**config.mk**
```make
export PLATFORM = sky130hd
export DESIGN_NAME = bez_fifo
export DESIGN_NICKNAME = d
export VERILOG_FILES = /design/src/rtl/bez_pkg.sv /design/src/rtl/bez_fifo.sv
export SDC_FILE = /design/constraint.sdc
export NUM_CORES = 1
export LEC_CHECK = 0
export BUFFER_PORTS_ARGS = -buffer_cell sky130_fd_sc_hd__buf_2
export CORE_MARGIN = 1.5
export CORE_UTILIZATION = 40
export DETAILED_ROUTE_END_ITERATION = 8
export MAX_ROUTING_LAYER = met4
export SYNTH_ARGS = -nofsm -noshare
export SYNTH_HDL_FRONTEND = slang
export SYNTH_SLANG_ARGS = --single-unit
export TNS_END_PERCENT = 20
```
**constraint.sdc**
```tcl
create_clock -name clk_i -period 1.8 [get_ports clk_i]
set_clock_uncertainty 0.1 [all_clocks]
set_input_delay 0.27 -clock clk_i [delete_from_list [all_inputs] [get_ports clk_i]]
set_output_delay 0.27 -clock clk_i [all_outputs]
set_load 0.02 [all_outputs]
```
**src/rtl/bez_pkg.sv**
```systemverilog
// ---------------------------------------------------------------------------
// bez_pkg: shared constants for the cubic bezier tessellator
// Default widths, segment count limits, queue depth and the width of the
// curve request word that passes from the front part to the back part.
// ---------------------------------------------------------------------------
package bez_pkg;

  // default configuration
  localparam int unsigned COORD_BITS_DEF      = 24;
  localparam int unsigned PARAM_FRAC_BITS_DEF = 16;
  localparam int unsigned MAX_SEGMENTS_DEF    = 63;

  // segment count and point index width
  localparam int unsigned SEG_BITS     = 6;
  localparam int unsigned MIN_SEGMENTS = 2;

  // curve requests held between front and back
  localparam int unsigned QUEUE_DEPTH = 2;

  // four points of two coordinates, count, step quotient, step remainder
  function automatic int unsigned bez_job_bits(int unsigned coord_bits,
                                               int unsigned frac_bits);
    return 8 * coord_bits + 2 * SEG_BITS + frac_bits + 1;
  endfunction

endpackage

```
**src/rtl/bez_fifo.sv**
```systemverilog
// ---------------------------------------------------------------------------
// bez_fifo: short request queue
// Register-based first-in first-out queue that decouples the intake from
// the point generator.
// ---------------------------------------------------------------------------
module bez_fifo
  import bez_pkg::*;
#(
  parameter int unsigned WIDTH = 8,
  parameter int unsigned DEPTH = QUEUE_DEPTH
) (
  input  logic             clk_i,
  input  logic             rst_ni,
  input  logic             in_valid_i,
  output logic             in_ready_o,
  input  logic [WIDTH-1:0] in_data_i,
  output logic             out_valid_o,
  input  logic             out_ready_i,
  output logic [WIDTH-1:0] out_data_o
);

  localparam int unsigned PTR_W = (DEPTH > 1) ? $clog2(DEPTH) : 1;
  localparam int unsigned CNT_W = $clog2(DEPTH + 1);

  logic [WIDTH-1:0] mem_q [DEPTH];
  logic [PTR_W-1:0] wr_ptr_q, rd_ptr_q;
  logic [CNT_W-1:0] count_q;
  logic             push, pop;

  assign in_ready_o  = (count_q != CNT_W'(DEPTH));
  assign out_valid_o = (count_q != '0);
  assign push        = in_valid_i && in_ready_o;
  assign pop         = out_valid_o && out_ready_i;
  assign out_data_o  = mem_q[rd_ptr_q];

  // pointers and fill level
  always_ff @(posedge clk_i or negedge rst_ni) begin
    if (!rst_ni) begin
      wr_ptr_q <= '0;
      rd_ptr_q <= '0;
      count_q  <= '0;
    end else begin
      if (push) begin
        wr_ptr_q <= (wr_ptr_q == PTR_W'(DEPTH - 1)) ? '0 : wr_ptr_q + PTR_W'(1);
      end
      if (pop) begin
        rd_ptr_q <= (rd_ptr_q == PTR_W'(DEPTH - 1)) ? '0 : rd_ptr_q + PTR_W'(1);
      end
      if (push && !pop) begin
        count_q <= count_q + CNT_W'(1);
      end else if (pop && !push) begin
        count_q <= count_q - CNT_W'(1);
      end
    end
  end

  // storage
  always_ff @(posedge clk_i) begin
    if (push) begin
      mem_q[wr_ptr_q] <= in_data_i;
    end
  end

endmodule

```
== Word-level counts from Yosys, hierarchy flattened ==
Memory sizes are Yosys's and may differ from the RTL's.
Index checks and enable logic that the tools add are counted.
Widths: inputs -> output; s select.
Word-level totals
  flip-flop bits (word level): 4
  latch bits: 0
  bits in writable memories: 16
  bits in read-only memories: 0
  bits of input ports: 12
  memories: 1
Cells by class
  add/sub/neg operators: 4
  multiply operators: 0
  divide/modulo/power cells: 0
  magnitude comparators: 0
  equal/unequal tests: 1
  shifts and indexed selects: 0
  muxes and demuxes: 6
  bitwise operators: 0
  reduce and logical (&&, ||, !) cells: 8
Memory list
  mem_q: words 2, width 8, rd ports 1, clocked after Yosys merged registers in 0, wr ports 1, line bez_fifo.sv:25  | logic [WIDTH-1:0] mem_q [DEPTH];
Operators with widths (number)
  $logic_and 1x1->1: 4
  $mux 1: 4
  $mux 2: 2
  $reduce_bool 2->1: 2
  $add 1x1->1 const B: 2
  $add 2x1->2 const B: 1
  $logic_not 1->1: 2
  $ne 2x2->1 const B: 1
  $sub 2x1->2 const B: 1

== Logic depth before layout (Yosys ltp) ==
  word-level depth: 6
  gate-level depth with buffers: 7

== Least setup slack after synthesis ==
Ideal clock, no wire load.
  path kind: register to register
  start: register count_q[0]
  end: memory mem_q[0][0], enable pin
  library setup time: 0.370 ns
  data arrival time: 1.045 ns
  required time: 1.330 ns
  path slack: 0.285 ns
  stages on the path, launching flop included: 4
  path buffers: 0
  clock period less this slack: 1.515 ns
  path through: dfrtp_1 nand2b_4 nand2_1 nor2_1
On the way
  longest elaborated chain between the ends: 4
RTL lines
  from (decl): line bez_fifo.sv:27  | logic [CNT_W-1:0] count_q;
  from (signal assigned): line bez_fifo.sv:50  | count_q <= count_q + CNT_W'(1);
  from (signal assigned): line bez_fifo.sv:52  | count_q <= count_q - CNT_W'(1);
  $ne 2x2->1: line bez_fifo.sv:30  | assign in_ready_o = (count_q != CNT_W'(DEPTH));
  named net in_ready_o: line bez_fifo.sv:15  | output logic in_ready_o,
  $logic_and 1x1->1: line bez_fifo.sv:32  | assign push = in_valid_i && in_ready_o;
  $mux 1: line bez_fifo.sv:59  | if (push) begin
  $mux 1 (implied by the code): line bez_fifo.sv:60  | mem_q[wr_ptr_q] <= in_data_i;
  to (decl): line bez_fifo.sv:25
The timed path passes the listed nets, and every way through them passes these cells.

== Worst setup path in the final report ==
  start: register rd_ptr_q
  end: output port out_data_o[3]
On the way
  longest elaborated chain between the ends: 1
RTL lines
  from (decl): line bez_fifo.sv:26  | logic [PTR_W-1:0] wr_ptr_q, rd_ptr_q;
  from (signal assigned): line bez_fifo.sv:47  | rd_ptr_q <= (rd_ptr_q == PTR_W'(DEPTH - 1)) ? '0 : rd_ptr_q + PTR_W'(1);
  $mem_v2 2x8
  to (decl): line bez_fifo.sv:19  | output logic [WIDTH-1:0] out_data_o
Every way passes these cells.

==> run metrics <==
pwr/cell area between 1500 and 2000 nW/µm²; met2 usage in global routing 19.7%; first drt pass iteration count 2; top post-synthesis cells by area edfxtp_1, dfrtp_1, mux2_2; CP required about 1.4 ns; max_slew headroom 74.7%; post-synth top area cell edfxtp_1; largest net degree at the start of global routing 12; GRT overflow 0; Root Driver clkbuf_4; Reg2Reg Capture Point count_q[1]; hold path endpoint mem_q[0][6]; crit path time final 1.69 ns; GP Congestion 0.686; cts bufs inserted 3; Synth top cells by count edfxtp_1, mux2_2, dfrtp_1, xnor2_1; synthesis-to-finish area growth 23.7%; insertion delay to the later sink of the worst-skew pair 0.29 ns; Post-Route Utilization 54.6%; VDD IR max around 0.95 mV; Tot Pwr 1590 µW; io pins 22; leakage 0.000398 µW; FF-to-FF path depth 6; CP startpoint rd_ptr_q; Hold Crit Depth 1; sequential area share after synthesis 73.8%; synthesized area 787 µm²; fin nets 83; crit-path leading delay family flip-flops; layout cells sized above 1 55.1%; Ys Warns 0; CTS tree done; Worst-Margin Slew 0.379 ns; GR Util met3 3.46%; EDFF count, synth 16; PortBufs 21; most frequent cell after synthesis edfxtp_1; met1 Resource Use GR 12.7%; aggregate negative setup slack 0 ns; DIE AREA about 2200 µm²; Slew Limit Fails 0; number of buffers on the longest clock path 2; Worst Setup End Kind output pin; syn nets 56; Primary FF master, synth edfxtp_1; Max-cap violations 0; Post-DP HPWL 787 µm; most used routing layer met2; hold crit path type input port to flip-flop; Hold Startpoint in_data_i[6]; synthesized area per cell roughly 18 µm²; Yosys top cell area share 61.0%; Cell variety after synth 14; Worst Setup Path Type flip-flop to output pin; # setup viols final 0; DRC 0; Die W ~47 µm; outcome complete, no violations; Reg clk slew, reported paths 0.11 ns; Core ar. 1780 µm²; vias in the first global route around 400; first-pass GRT wire length about 1700 µm; clock sink count 20; Reg-to-Reg Start count_q[0]; pre-CTS setup slack 0.275 ns; ys async rst share 20.0%; antenna-violating nets left 0; RSZ-0062 raised after global routing no; final-report hold violation count 0; Max Clock Freq 0.592 GHz; Slowest Stage Delay on Critical Path 0.50 ns; via count 421; Via-to-Cell Ratio 4.48; Tcrit/Tclk final 93.9%; GR Util All Layers around an eighth; Syn Inst Count 43; CTS H-tree depth 1; final worst slack 0.110 ns; synthesized flop and latch total 20; arrival time worst endpoint 1.32 ns; slowest CP cell dfrtp_2; DRT iter0 DRCs 5; antenna violations before repair 0; drt total wl 1080 µm; R2R setup slack 0.28 ns; Starting Density between 40 and 50%; routed len/inst roughly 11 µm; crit path buf inv count 1; Max FO, Critical Path 9; number of inserted diodes 0; CP cell instances mux2_2 -> buf_2; FP Rows 15; Die Y 47.4 µm; Startpoint Class flip-flop
power breakdown:
group          internal [µW]  switching (µW)  total, µW
clock                    123             127        251
sequential               649            97.8        747
combinational            283             308        591
placed cells by master, fill, tap and decap left out, drive strengths merged:
cell	instances
and3	1
buf	22
clkbuf	4
dfrtp	4
dlygate4sd3	1
edfxtp	16
ha	1
inv	1
mux2	8
nand2	2
nand2b	1
nor2	2
or2	1
xnor2	3
xor2	2
worst max path at each step:
stage / end / depth (start not counted) / slack [ns]
final: out_data_o[3] / 2 / 0.11
after detailed placement: count_q[1] / 6 / 0.27
after floorplan: mem_q[0][0] / 3 / 0.28
after global placement: count_q[1] / 6 / 0.30
after CTS: out_data_o[3] / 2 / 0.08
after global routing: out_data_o[3] / 2 / 0.03
layout make-up:
type / instances / area [µm²]
clock buffers: 4 / 36.3
repair buffers: 23 / 123
flip-flops and latches: 20 / 582
multi-input cells: 21 / 198
fillers: 161 / 810
inverters: 1 / 3.75
well taps: 25 / 31.3
state kept, by name, summed over array words and instances (netlist names):
register and count:
mem_q 16, rd_ptr_q 1, wr_ptr_q 1, count_q 2
metal layers:
metal / routed length (µm) / vias up
met5: 0 / -
met4: 14 / 0
met3: 53 / 2
met2: 556 / 12
met1: 455 / 200
li1: - / 207
logic make-up (layout without fill, tap and decap cells):
family / after synthesis / in the layout / share of synthesized area, %
XOR/XNOR: 5 / 5 / 5.57
adder cells (fa/ha/maj): 1 / 1 / 1.59
buffers and inverters: 2 / 28 / 1.11
flip-flops: 20 / 20 / 73.8
multiplexers: 8 / 8 / 11.4
AND/OR/NAND/NOR: 7 / 7 / 6.52
metrics by stage:
step / instances / area (µm²) / hold slack, ns
global route: 94 / 973 / 0.0260
finish: 94 / 973 / 0.0550
CTS: 94 / 973 / 0.0413
global placement: 89 / 926 / -0.0188
floorplan: 43 / 787 / -0.126
detailed placement: 89 / 926 / -0.0144
worst reg2reg max path, stage by stage, from the launching register on:
cell and delay [ns]:
dfrtp_1 0.44, nand2b_4 0.16, nand2_1 0.11, inv_1 0.05
ha_1 0.30, nor2_1 0.14, xor2_1 0.15
repair_timing:
item,4_1_cts,5_1_grt
hold buffers,1,0
hold endpoints to repair,4,0
resized for setup,1,0
setup endpoints to repair,8,0
setup buffers,0,0
Note: power is estimated with default switching activity, not from simulation.
