==> src/rtl/bez_pkg.sv <==
// ---------------------------------------------------------------------------
// bez_pkg: shared constants for the cubic bezier tessellator
// Default widths, segment count limits, queue depth and the width of the
// curve request word that passes from the front part to the back part.
// ---------------------------------------------------------------------------
package bez_pkg;

  // default configuration
  localparam int unsigned COORD_BITS_DEF      = 24;
  localparam int unsigned PARAM_FRAC_BITS_DEF = 16;
  localparam int unsigned MAX_SEGMENTS_DEF    = 63;

  // segment count and point index width
  localparam int unsigned SEG_BITS     = 6;
  localparam int unsigned MIN_SEGMENTS = 2;

  // curve requests held between front and back
  localparam int unsigned QUEUE_DEPTH = 2;

  // four points of two coordinates, count, step quotient, step remainder
  function automatic int unsigned bez_job_bits(int unsigned coord_bits,
                                               int unsigned frac_bits);
    return 8 * coord_bits + 2 * SEG_BITS + frac_bits + 1;
  endfunction

endpackage

==> src/rtl/bez_if.sv <==
// ---------------------------------------------------------------------------
// bez_if: handshake channels of the cubic bezier tessellator
// Curve request channel (four control points and a segment count) and
// point result channel (one curve point per transfer).
// ---------------------------------------------------------------------------
interface bez_curve_if
  import bez_pkg::*;
#(
  parameter int unsigned COORD_BITS = COORD_BITS_DEF
) ();
  logic                         valid;
  logic                         ready;
  logic signed [COORD_BITS-1:0] start_x;
  logic signed [COORD_BITS-1:0] start_y;
  logic signed [COORD_BITS-1:0] ctrl1_x;
  logic signed [COORD_BITS-1:0] ctrl1_y;
  logic signed [COORD_BITS-1:0] ctrl2_x;
  logic signed [COORD_BITS-1:0] ctrl2_y;
  logic signed [COORD_BITS-1:0] end_x;
  logic signed [COORD_BITS-1:0] end_y;
  logic [SEG_BITS-1:0]          segments;

  modport source (
    output valid, start_x, start_y, ctrl1_x, ctrl1_y, ctrl2_x, ctrl2_y,
           end_x, end_y, segments,
    input  ready
  );
  modport sink (
    input  valid, start_x, start_y, ctrl1_x, ctrl1_y, ctrl2_x, ctrl2_y,
           end_x, end_y, segments,
    output ready
  );
endinterface


==> src/rtl/bez_front.sv <==
// ---------------------------------------------------------------------------
// bez_front: curve request intake
// Takes a curve request, clamps the segment count and works out the
// parameter step 2^F / n as quotient and remainder with a bit-serial
// restoring divider, then hands the request on to the queue.
// ---------------------------------------------------------------------------
module bez_front
  import bez_pkg::*;
#(
  parameter int unsigned MAX_SEGMENTS    = MAX_SEGMENTS_DEF,
  parameter int unsigned COORD_BITS      = COORD_BITS_DEF,
  parameter int unsigned PARAM_FRAC_BITS = PARAM_FRAC_BITS_DEF,
  localparam int unsigned JOB_W          = bez_job_bits(COORD_BITS, PARAM_FRAC_BITS)
) (
  input  logic             clk_i,
  input  logic             rst_ni,
  bez_curve_if.sink        curve_i,
  output logic             job_valid_o,
  input  logic             job_ready_i,
  output logic [JOB_W-1:0] job_o
);

  localparam int unsigned STEPS = PARAM_FRAC_BITS + 1;
  localparam int unsigned CNT_W = $clog2(STEPS + 1);
  localparam logic [PARAM_FRAC_BITS:0] DVD_ONE = {1'b1, {PARAM_FRAC_BITS{1'b0}}};

  typedef enum logic [2:0] {
    FS_IDLE = 3'b001,
    FS_DIV  = 3'b010,
    FS_PUSH = 3'b100
  } front_state_e;

  typedef struct packed {
    logic [3:0][COORD_BITS-1:0] px;
    logic [3:0][COORD_BITS-1:0] py;
    logic [SEG_BITS-1:0]        n;
    logic [PARAM_FRAC_BITS:0]   q;
    logic [SEG_BITS-1:0]        r;
  } job_t;

  front_state_e               state_q, state_d;
  logic [CNT_W-1:0]           cnt_q, cnt_d;
  logic [3:0][COORD_BITS-1:0] px_q, py_q;
  logic [SEG_BITS-1:0]        n_q;
  logic [SEG_BITS-1:0]        seg_clamped;
  logic [PARAM_FRAC_BITS:0]   dvd_q, dvd_d;
  logic [SEG_BITS-1:0]        rem_q, rem_d;
  logic [SEG_BITS:0]          rem_sh;
  logic                       fits;
  logic                       accept;
  job_t                       job;

  assign curve_i.ready = (state_q == FS_IDLE);
  assign accept        = curve_i.valid && curve_i.ready;

  // segment count limits
  always_comb begin
    priority if (curve_i.segments < SEG_BITS'(MIN_SEGMENTS)) begin
      seg_clamped = SEG_BITS'(MIN_SEGMENTS);
    end else if (curve_i.segments > SEG_BITS'(MAX_SEGMENTS)) begin
      seg_clamped = SEG_BITS'(MAX_SEGMENTS);
    end else begin
      seg_clamped = curve_i.segments;
    end
  end

  // one quotient bit per cycle, dividend shifts out as quotient shifts in
  always_comb begin
    rem_sh = {rem_q, dvd_q[PARAM_FRAC_BITS]};
    fits   = (rem_sh >= {1'b0, n_q});
    rem_d  = fits ? SEG_BITS'(rem_sh - {1'b0, n_q}) : rem_sh[SEG_BITS-1:0];
    dvd_d  = {dvd_q[PARAM_FRAC_BITS-1:0], fits};
  end

  // sequencer
  always_comb begin
    state_d = state_q;
    cnt_d   = cnt_q;
    unique case (state_q)
      FS_IDLE: begin
        if (accept) begin
          state_d = FS_DIV;
          cnt_d   = CNT_W'(STEPS);
        end
      end
      FS_DIV: begin
        cnt_d = cnt_q - CNT_W'(1);
        if (cnt_q == CNT_W'(1)) begin
          state_d = FS_PUSH;
        end
      end
      FS_PUSH: begin
        if (job_ready_i) begin
          state_d = FS_IDLE;
        end
      end
      default: begin
        state_d = FS_IDLE;
      end
    endcase
  end

  always_ff @(posedge clk_i or negedge rst_ni) begin
    if (!rst_ni) begin
      state_q <= FS_IDLE;
      cnt_q   <= '0;
    end else begin
      state_q <= state_d;
      cnt_q   <= cnt_d;
    end
  end

  // request capture and divider datapath
  always_ff @(posedge clk_i) begin
    if (accept) begin
      px_q[0] <= curve_i.start_x;
      py_q[0] <= curve_i.start_y;
      px_q[1] <= curve_i.ctrl1_x;
      py_q[1] <= curve_i.ctrl1_y;
      px_q[2] <= curve_i.ctrl2_x;
      py_q[2] <= curve_i.ctrl2_y;
      px_q[3] <= curve_i.end_x;
      py_q[3] <= curve_i.end_y;
      n_q     <= seg_clamped;
      rem_q   <= '0;
      dvd_q   <= DVD_ONE;
    end else if (state_q == FS_DIV) begin
      rem_q <= rem_d;
      dvd_q <= dvd_d;
    end
  end

  // outgoing request
  always_comb begin
    job.px = px_q;
    job.py = py_q;
    job.n  = n_q;
    job.q  = dvd_q;
    job.r  = rem_q;
  end

  assign job_o       = job;
  assign job_valid_o = (state_q == FS_PUSH);

endmodule

==> src/flat_wrapper.sv <==
// flat-port wrapper written by rule: the top's interface ports become plain ports
module bez_front_flat import bez_pkg::*;
#(
  parameter int unsigned MAX_SEGMENTS    = MAX_SEGMENTS_DEF,
  parameter int unsigned COORD_BITS      = COORD_BITS_DEF,
  parameter int unsigned PARAM_FRAC_BITS = PARAM_FRAC_BITS_DEF,
  localparam int unsigned JOB_W          = bez_job_bits(COORD_BITS, PARAM_FRAC_BITS)
)
  (clk_i, rst_ni, job_valid_o, job_ready_i, job_o, curve_i_valid, curve_i_start_x, curve_i_start_y, curve_i_ctrl1_x, curve_i_ctrl1_y, curve_i_ctrl2_x, curve_i_ctrl2_y, curve_i_end_x, curve_i_end_y, curve_i_segments, curve_i_ready);
  bez_curve_if #(.COORD_BITS(COORD_BITS)) curve_i_i ();
  input  logic clk_i;
  input  logic rst_ni;
  output logic job_valid_o;
  input  logic job_ready_i;
  output logic [JOB_W-1:0] job_o;
  input wire logic [$bits(curve_i_i.valid)-1:0] curve_i_valid;
  input wire logic [$bits(curve_i_i.start_x)-1:0] curve_i_start_x;
  input wire logic [$bits(curve_i_i.start_y)-1:0] curve_i_start_y;
  input wire logic [$bits(curve_i_i.ctrl1_x)-1:0] curve_i_ctrl1_x;
  input wire logic [$bits(curve_i_i.ctrl1_y)-1:0] curve_i_ctrl1_y;
  input wire logic [$bits(curve_i_i.ctrl2_x)-1:0] curve_i_ctrl2_x;
  input wire logic [$bits(curve_i_i.ctrl2_y)-1:0] curve_i_ctrl2_y;
  input wire logic [$bits(curve_i_i.end_x)-1:0] curve_i_end_x;
  input wire logic [$bits(curve_i_i.end_y)-1:0] curve_i_end_y;
  input wire logic [$bits(curve_i_i.segments)-1:0] curve_i_segments;
  output wire logic [$bits(curve_i_i.ready)-1:0] curve_i_ready;
  assign curve_i_i.valid = curve_i_valid;
  assign curve_i_i.start_x = curve_i_start_x;
  assign curve_i_i.start_y = curve_i_start_y;
  assign curve_i_i.ctrl1_x = curve_i_ctrl1_x;
  assign curve_i_i.ctrl1_y = curve_i_ctrl1_y;
  assign curve_i_i.ctrl2_x = curve_i_ctrl2_x;
  assign curve_i_i.ctrl2_y = curve_i_ctrl2_y;
  assign curve_i_i.end_x = curve_i_end_x;
  assign curve_i_i.end_y = curve_i_end_y;
  assign curve_i_i.segments = curve_i_segments;
  assign curve_i_ready = curve_i_i.ready;
  bez_front #(.MAX_SEGMENTS(MAX_SEGMENTS), .COORD_BITS(COORD_BITS), .PARAM_FRAC_BITS(PARAM_FRAC_BITS)) u_core (.clk_i(clk_i), .rst_ni(rst_ni), .curve_i(curve_i_i), .job_valid_o(job_valid_o), .job_ready_i(job_ready_i), .job_o(job_o));
endmodule
==> config.mk <==
export PLATFORM = sky130hd
export DESIGN_NAME = bez_front_flat
export DESIGN_NICKNAME = d
export VERILOG_FILES = /design/src/rtl/bez_pkg.sv /design/src/rtl/bez_if.sv /design/src/rtl/bez_front.sv /design/src/flat_wrapper.sv
export SDC_FILE = /design/constraint.sdc
export NUM_CORES = 1
export LEC_CHECK = 0
export BUFFER_PORTS_ARGS = -buffer_cell sky130_fd_sc_hd__buf_2
export CELL_PAD_IN_SITES_DETAIL_PLACEMENT = 1
export CELL_PAD_IN_SITES_GLOBAL_PLACEMENT = 2
export CORE_ASPECT_RATIO = 1.5
export CORE_MARGIN = 4
export CORE_UTILIZATION = 26
export CTS_CLUSTER_DIAMETER = 60
export DETAILED_ROUTE_END_ITERATION = 12
export PLACE_DENSITY = 0.78
export SLEW_MARGIN = 15
export SYNTH_ARGS = -nofsm -noshare
export SYNTH_HDL_FRONTEND = slang
export SYNTH_SLANG_ARGS = --single-unit
==> constraint.sdc <==
create_clock -name clk_i -period 10.8 [get_ports clk_i]
set_input_delay 2.16 -clock clk_i [delete_from_list [all_inputs] [get_ports clk_i]]
set_output_delay 2.16 -clock clk_i [all_outputs]
set_load 0.03 [all_outputs]
* After elaboration in Yosys (flattened, before gate mapping) *
Index checks and enable logic that the tools add are counted.
Widths: inputs -> output; s select.

word-level totals
  register bits after elaboration = 229
  input port bits = 202
  word-level logic and storage cells = 39

cells by class
  add/subtract/negate cells = 2
  magnitude comparators = 3
  eq/ne operators = 7
  muxes and demuxes = 8
  reductions and logical operators = 5

operator list
  cell                 count
  $mux 6               2
  $pmux 5 s2           1
  $mux 3               3
  $pmux 3 s3           1
  $ge 7x6->1           1
  $gt 6x6->1 const B   1
  $lt 6x2->1 const B   1
  $sub 6x6->6          1
  $eq 5x1->1 const B   1
  $mux 5               1
  $sub 5x1->5 const B  1
  $ne 2x1->1 const B   2
  $eq 3x1->1 const B   1
  $eq 3x2->1 const B   1
  $eq 3x3->1 const B   1
  $reduce_and 3->1     1
  $ne 2x2->1 const B   1
  $reduce_and 2->1     1
  $reduce_bool 2->1    1
  $reduce_or 2->1      1
  $logic_and 1x1->1    1

* Logic depth before layout (Yosys ltp) *
  word-level depth = 4
  mapped depth = 8
  depth with buffers taken out = 8

* Least setup slack after synthesis *
Ideal clock, no wire load.

  path type = input to register
  start = in curve_i_valid
  end = reg u_core.rem_q[4]
  arrival time = 11.253 ns
  required time = 10.313 ns
  path slack = -0.939 ns
  stages on the path = 3
  buffers on the path = 0
  cells stage by stage = nand3b_1 nor2_1 o22ai_1

between the ends
  longest elaborated chain between the ends = 1

ends and longest elaborated chain
  what                     RTL line            text
  start, declared          flat_wrapper.sv:16  input wire logic [$bits(curve_i_i.valid)-1:0] curve_i_valid;
  $logic_and 1x1->1        bez_front.sv:54     assign accept = curve_i.valid && curve_i.ready;
  named net u_core.accept  bez_front.sv:50     logic accept;
  end signal, assigned     bez_front.sv:128    rem_q <= rem_d;
  end, declared            bez_front.sv:47     logic [SEG_BITS-1:0] rem_q, rem_d;

The timed path passes the listed nets, and every way through them passes these cells.
A chain may end at the register's enable or synchronous reset.

* Final worst setup path *
  start = in curve_i_valid
  end = reg u_core.px_q (netlist bit u_core.job_o[185]), enable pin

between the ends
  longest elaborated chain between the ends = 1

ends and longest elaborated chain
  what                     RTL line         text
  $logic_and 1x1->1        bez_front.sv:54
  named net u_core.accept  bez_front.sv:50
  end, declared            bez_front.sv:43  logic [3:0][COORD_BITS-1:0] px_q, py_q;

The timed path passes the listed nets, and every way through them passes these cells.

==> metrics.txt <==
Synth warnings 0; FF/Latch Area ~6600 µm²; number of endpoints with negative hold slack in the final report 0; TritonCTS clock tree built; fraction of registers with async set or reset after synthesis 3.49%; per-instance average area after synthesis slightly above 20 µm²; overall overflow remaining after global route 0; final antenna-violating net count 0; leading cell types by total area after synthesis edfxtp_1 79%, dfxtp_1 6.2%, dfrtp_1 2.3%; first-pass GRT wire length about 35,000 µm; IO Port Bufs 424; fill cell instance count of the final layout 3,039; Chip Width ~150 µm; Net count, final around 1,000; endpoint kind of the worst setup timing path flip-flop; signed area change from the synthesized netlist to the final layout 43.7%; shortest clock period the worst path allows after layout ~4200 ps; First DRT Iteration DRCs between 200 and 250; setup repair after global routing missed its margin no; fin worst setup slack between 6000 and 7000 ps; Placer Congestion approximately 0.86; total routing usage reported by global routing approximately 14%; Hold Path Class reg2reg; number of buffers added for setup after CTS 0; Pins Over Slew Limit 0; sequential-to-total area share from yosys stat between 80% and 90%; sum of net half-perimeters after detailed placement 18,600 µm; die footprint about 32,000 µm²; number of clock sinks 229; DR WL/cell between 20 and 25 µm; register clock-pin slew on the reported worst setup and hold paths 60 ps; top cells by instance count after synthesis 198 x edfxtp_1, 23 x dfxtp_1, 15 x a22o_1, 15 x nor2_1; achievable frequency approximately 240 MHz; static power due to leakage 4.59 nW; number of antenna violations at the first check in global routing 2; Worst Tran Pin Value ~1100 ps; peak fanout along the critical path 86; dominant register cell in the synthesized netlist edfxtp_1; aggregate negative setup slack 0 ps; Std-Cell Core Area 28,200 µm²; most used standard cell by instance count after synthesis edfxtp_1; final worst path period share about two fifths; maximum count of clock buffers along a single path 3; number of unique standard cell types used by synthesis 35; CTS buffer count 24; height of the die approximately 220 µm; drc violations 0; Max Clock Skew approximately 7.3 ps; post-synthesis net count about 580; count of boundary I/O pins 425; synthesized instance count roughly 360; DR vias 5,002; Worst Setup Path Type in2reg; largest net degree at the start of global routing 87; Root Driver clkbuf_16; Arrival @ worst endpoint approximately 4300 ps; power per unit of standard cell area roughly 270 nW/µm²; maximum ir drop on the vdd rail 146 µV; area share of the largest cell type after synthesis between 70% and 80%; post-place setup slack ~6100 ps; number of global-route vias before repair 5,461; H-tree depth 1; fraction of final layout cells with drive strength greater than 1 between 50% and 60%; number of synthesized flops with an enable pin slightly below 200; flops & latches, synth about 230; data required time of the worst path 10,920 ps; CP Launch Type primary input; Starting Density about a quarter; number of buffers inserted for hold repair after clock tree synthesis 0; via/cell ratio ~4.3; library cell with the largest summed area after synthesis edfxtp_1; outcome completed; clk_lat worst skew ~510 ps; worst-case hold slack between 400 and 500 ps; number of max-capacitance violations reported 0; number of cells upsized or downsized after cts 0; number of setup violations in the final report 0; slew margin rel. about a quarter; area taken by multi-input logic gates 795 µm²; number of placement rows 75; number of iterations in the first detailed-routing pass 6; drt total wl ~24,000 µm; area of the mapped netlist 7480 µm²
## metrics by stage
stage,instances,cell area (µm²),total power [mW],utilization (%)
2_1_floorplan,363,7490,1.92,-
3_3_place_gp,1125,10000,2.18,35.6
3_5_place_dp,1125,10000,2.21,35.6
4_1_cts,1167,10700,2.99,38.2
5_1_grt,1169,10800,3.09,38.2
6_report,1169,10800,2.94,38.2
## worst max-delay path, cell delays in order
cell and delay [ps]:
buf_2 80, nand3b_1 230, nor2_4 140, buf_4 640, buf_4 960
## cells by family after synthesis
group | count (synthesis) | synth area share [%]
AO/OA/AOI/OAI | 50 | 4.63
XOR/XNOR | 5 | 0.585
adder cells (fa/ha/maj) | 10 | 1.77
buffers and inverters | 23 | 1.30
flip-flops | 229 | 88.3
multiplexers | 6 | 0.819
AND/OR/NAND/NOR | 40 | 2.61
## state kept, by name, indices dropped and copies added (netlist names)
name	count
u_core.cnt_q	5
u_core.dvd_q	17
u_core.job_o	192
u_core.n_q	6
u_core.rem_q	6
u_core.state_q	3
## placed cells by master (no fill, tap or decap), types with 4 or more instances in the layout
cell type    n
buf_2      424
nand2b_1     5
a21oi_1     12
nor2_1      13
dfrtp_1      7
edfxtp_1   198
nand2_1     10
clkinv_2     5
o22ai_1      4
mux2i_1      5
inv_1       12
clkbuf_1     7
dfxtp_1     23
clkbuf_16   26
o21ai_0      8
a22o_1      15
ha_1         9
## where the power goes
group	switching (mW)	internal [mW]
clock	0.331	0.439
combinational	0.659	0.230
sequential	0.0731	1.21
## final timing paths
path | slack, ps | start | end | cells after the start
worst min register to register | 470 | u_core.dvd_q[0] | u_core.dvd_q[0] | 2
worst min-delay path | 470 | u_core.dvd_q[0] | u_core.dvd_q[0] | 2
worst max register to register | 7750 | u_core.state_q[0] | u_core.job_o[185] | 4
max in group asynchronous | 9070 | rst_ni | u_core.state_q[0] | 1
worst max-delay path | 6600 | curve_i_valid | u_core.job_o[185] | 5
min in group asynchronous | 1490 | rst_ni | u_core.cnt_q[4] | 1
## area by class of cell
type	instances	area share (%)
flip-flops and latches	229	61.4
repair buffers	427	19.9
multi-input cells	111	7.38
clock buffers	33	6.29
well taps	346	4.02
clock inverters	9	0.488
inverters	12	0.419
diodes	2	0.0465
## routing by layer
metal | up-vias | track usage [%] | share of wire, %
met5 | - | 0 | 0
met4 | 0 | 4.21 | 2.2
met3 | 33 | 3.61 | 7.5
met2 | 220 | 29.0 | 58
met1 | 2476 | 14.4 | 32
li1 | 2273 | - | -
Power figures use the tool's default switching activity.
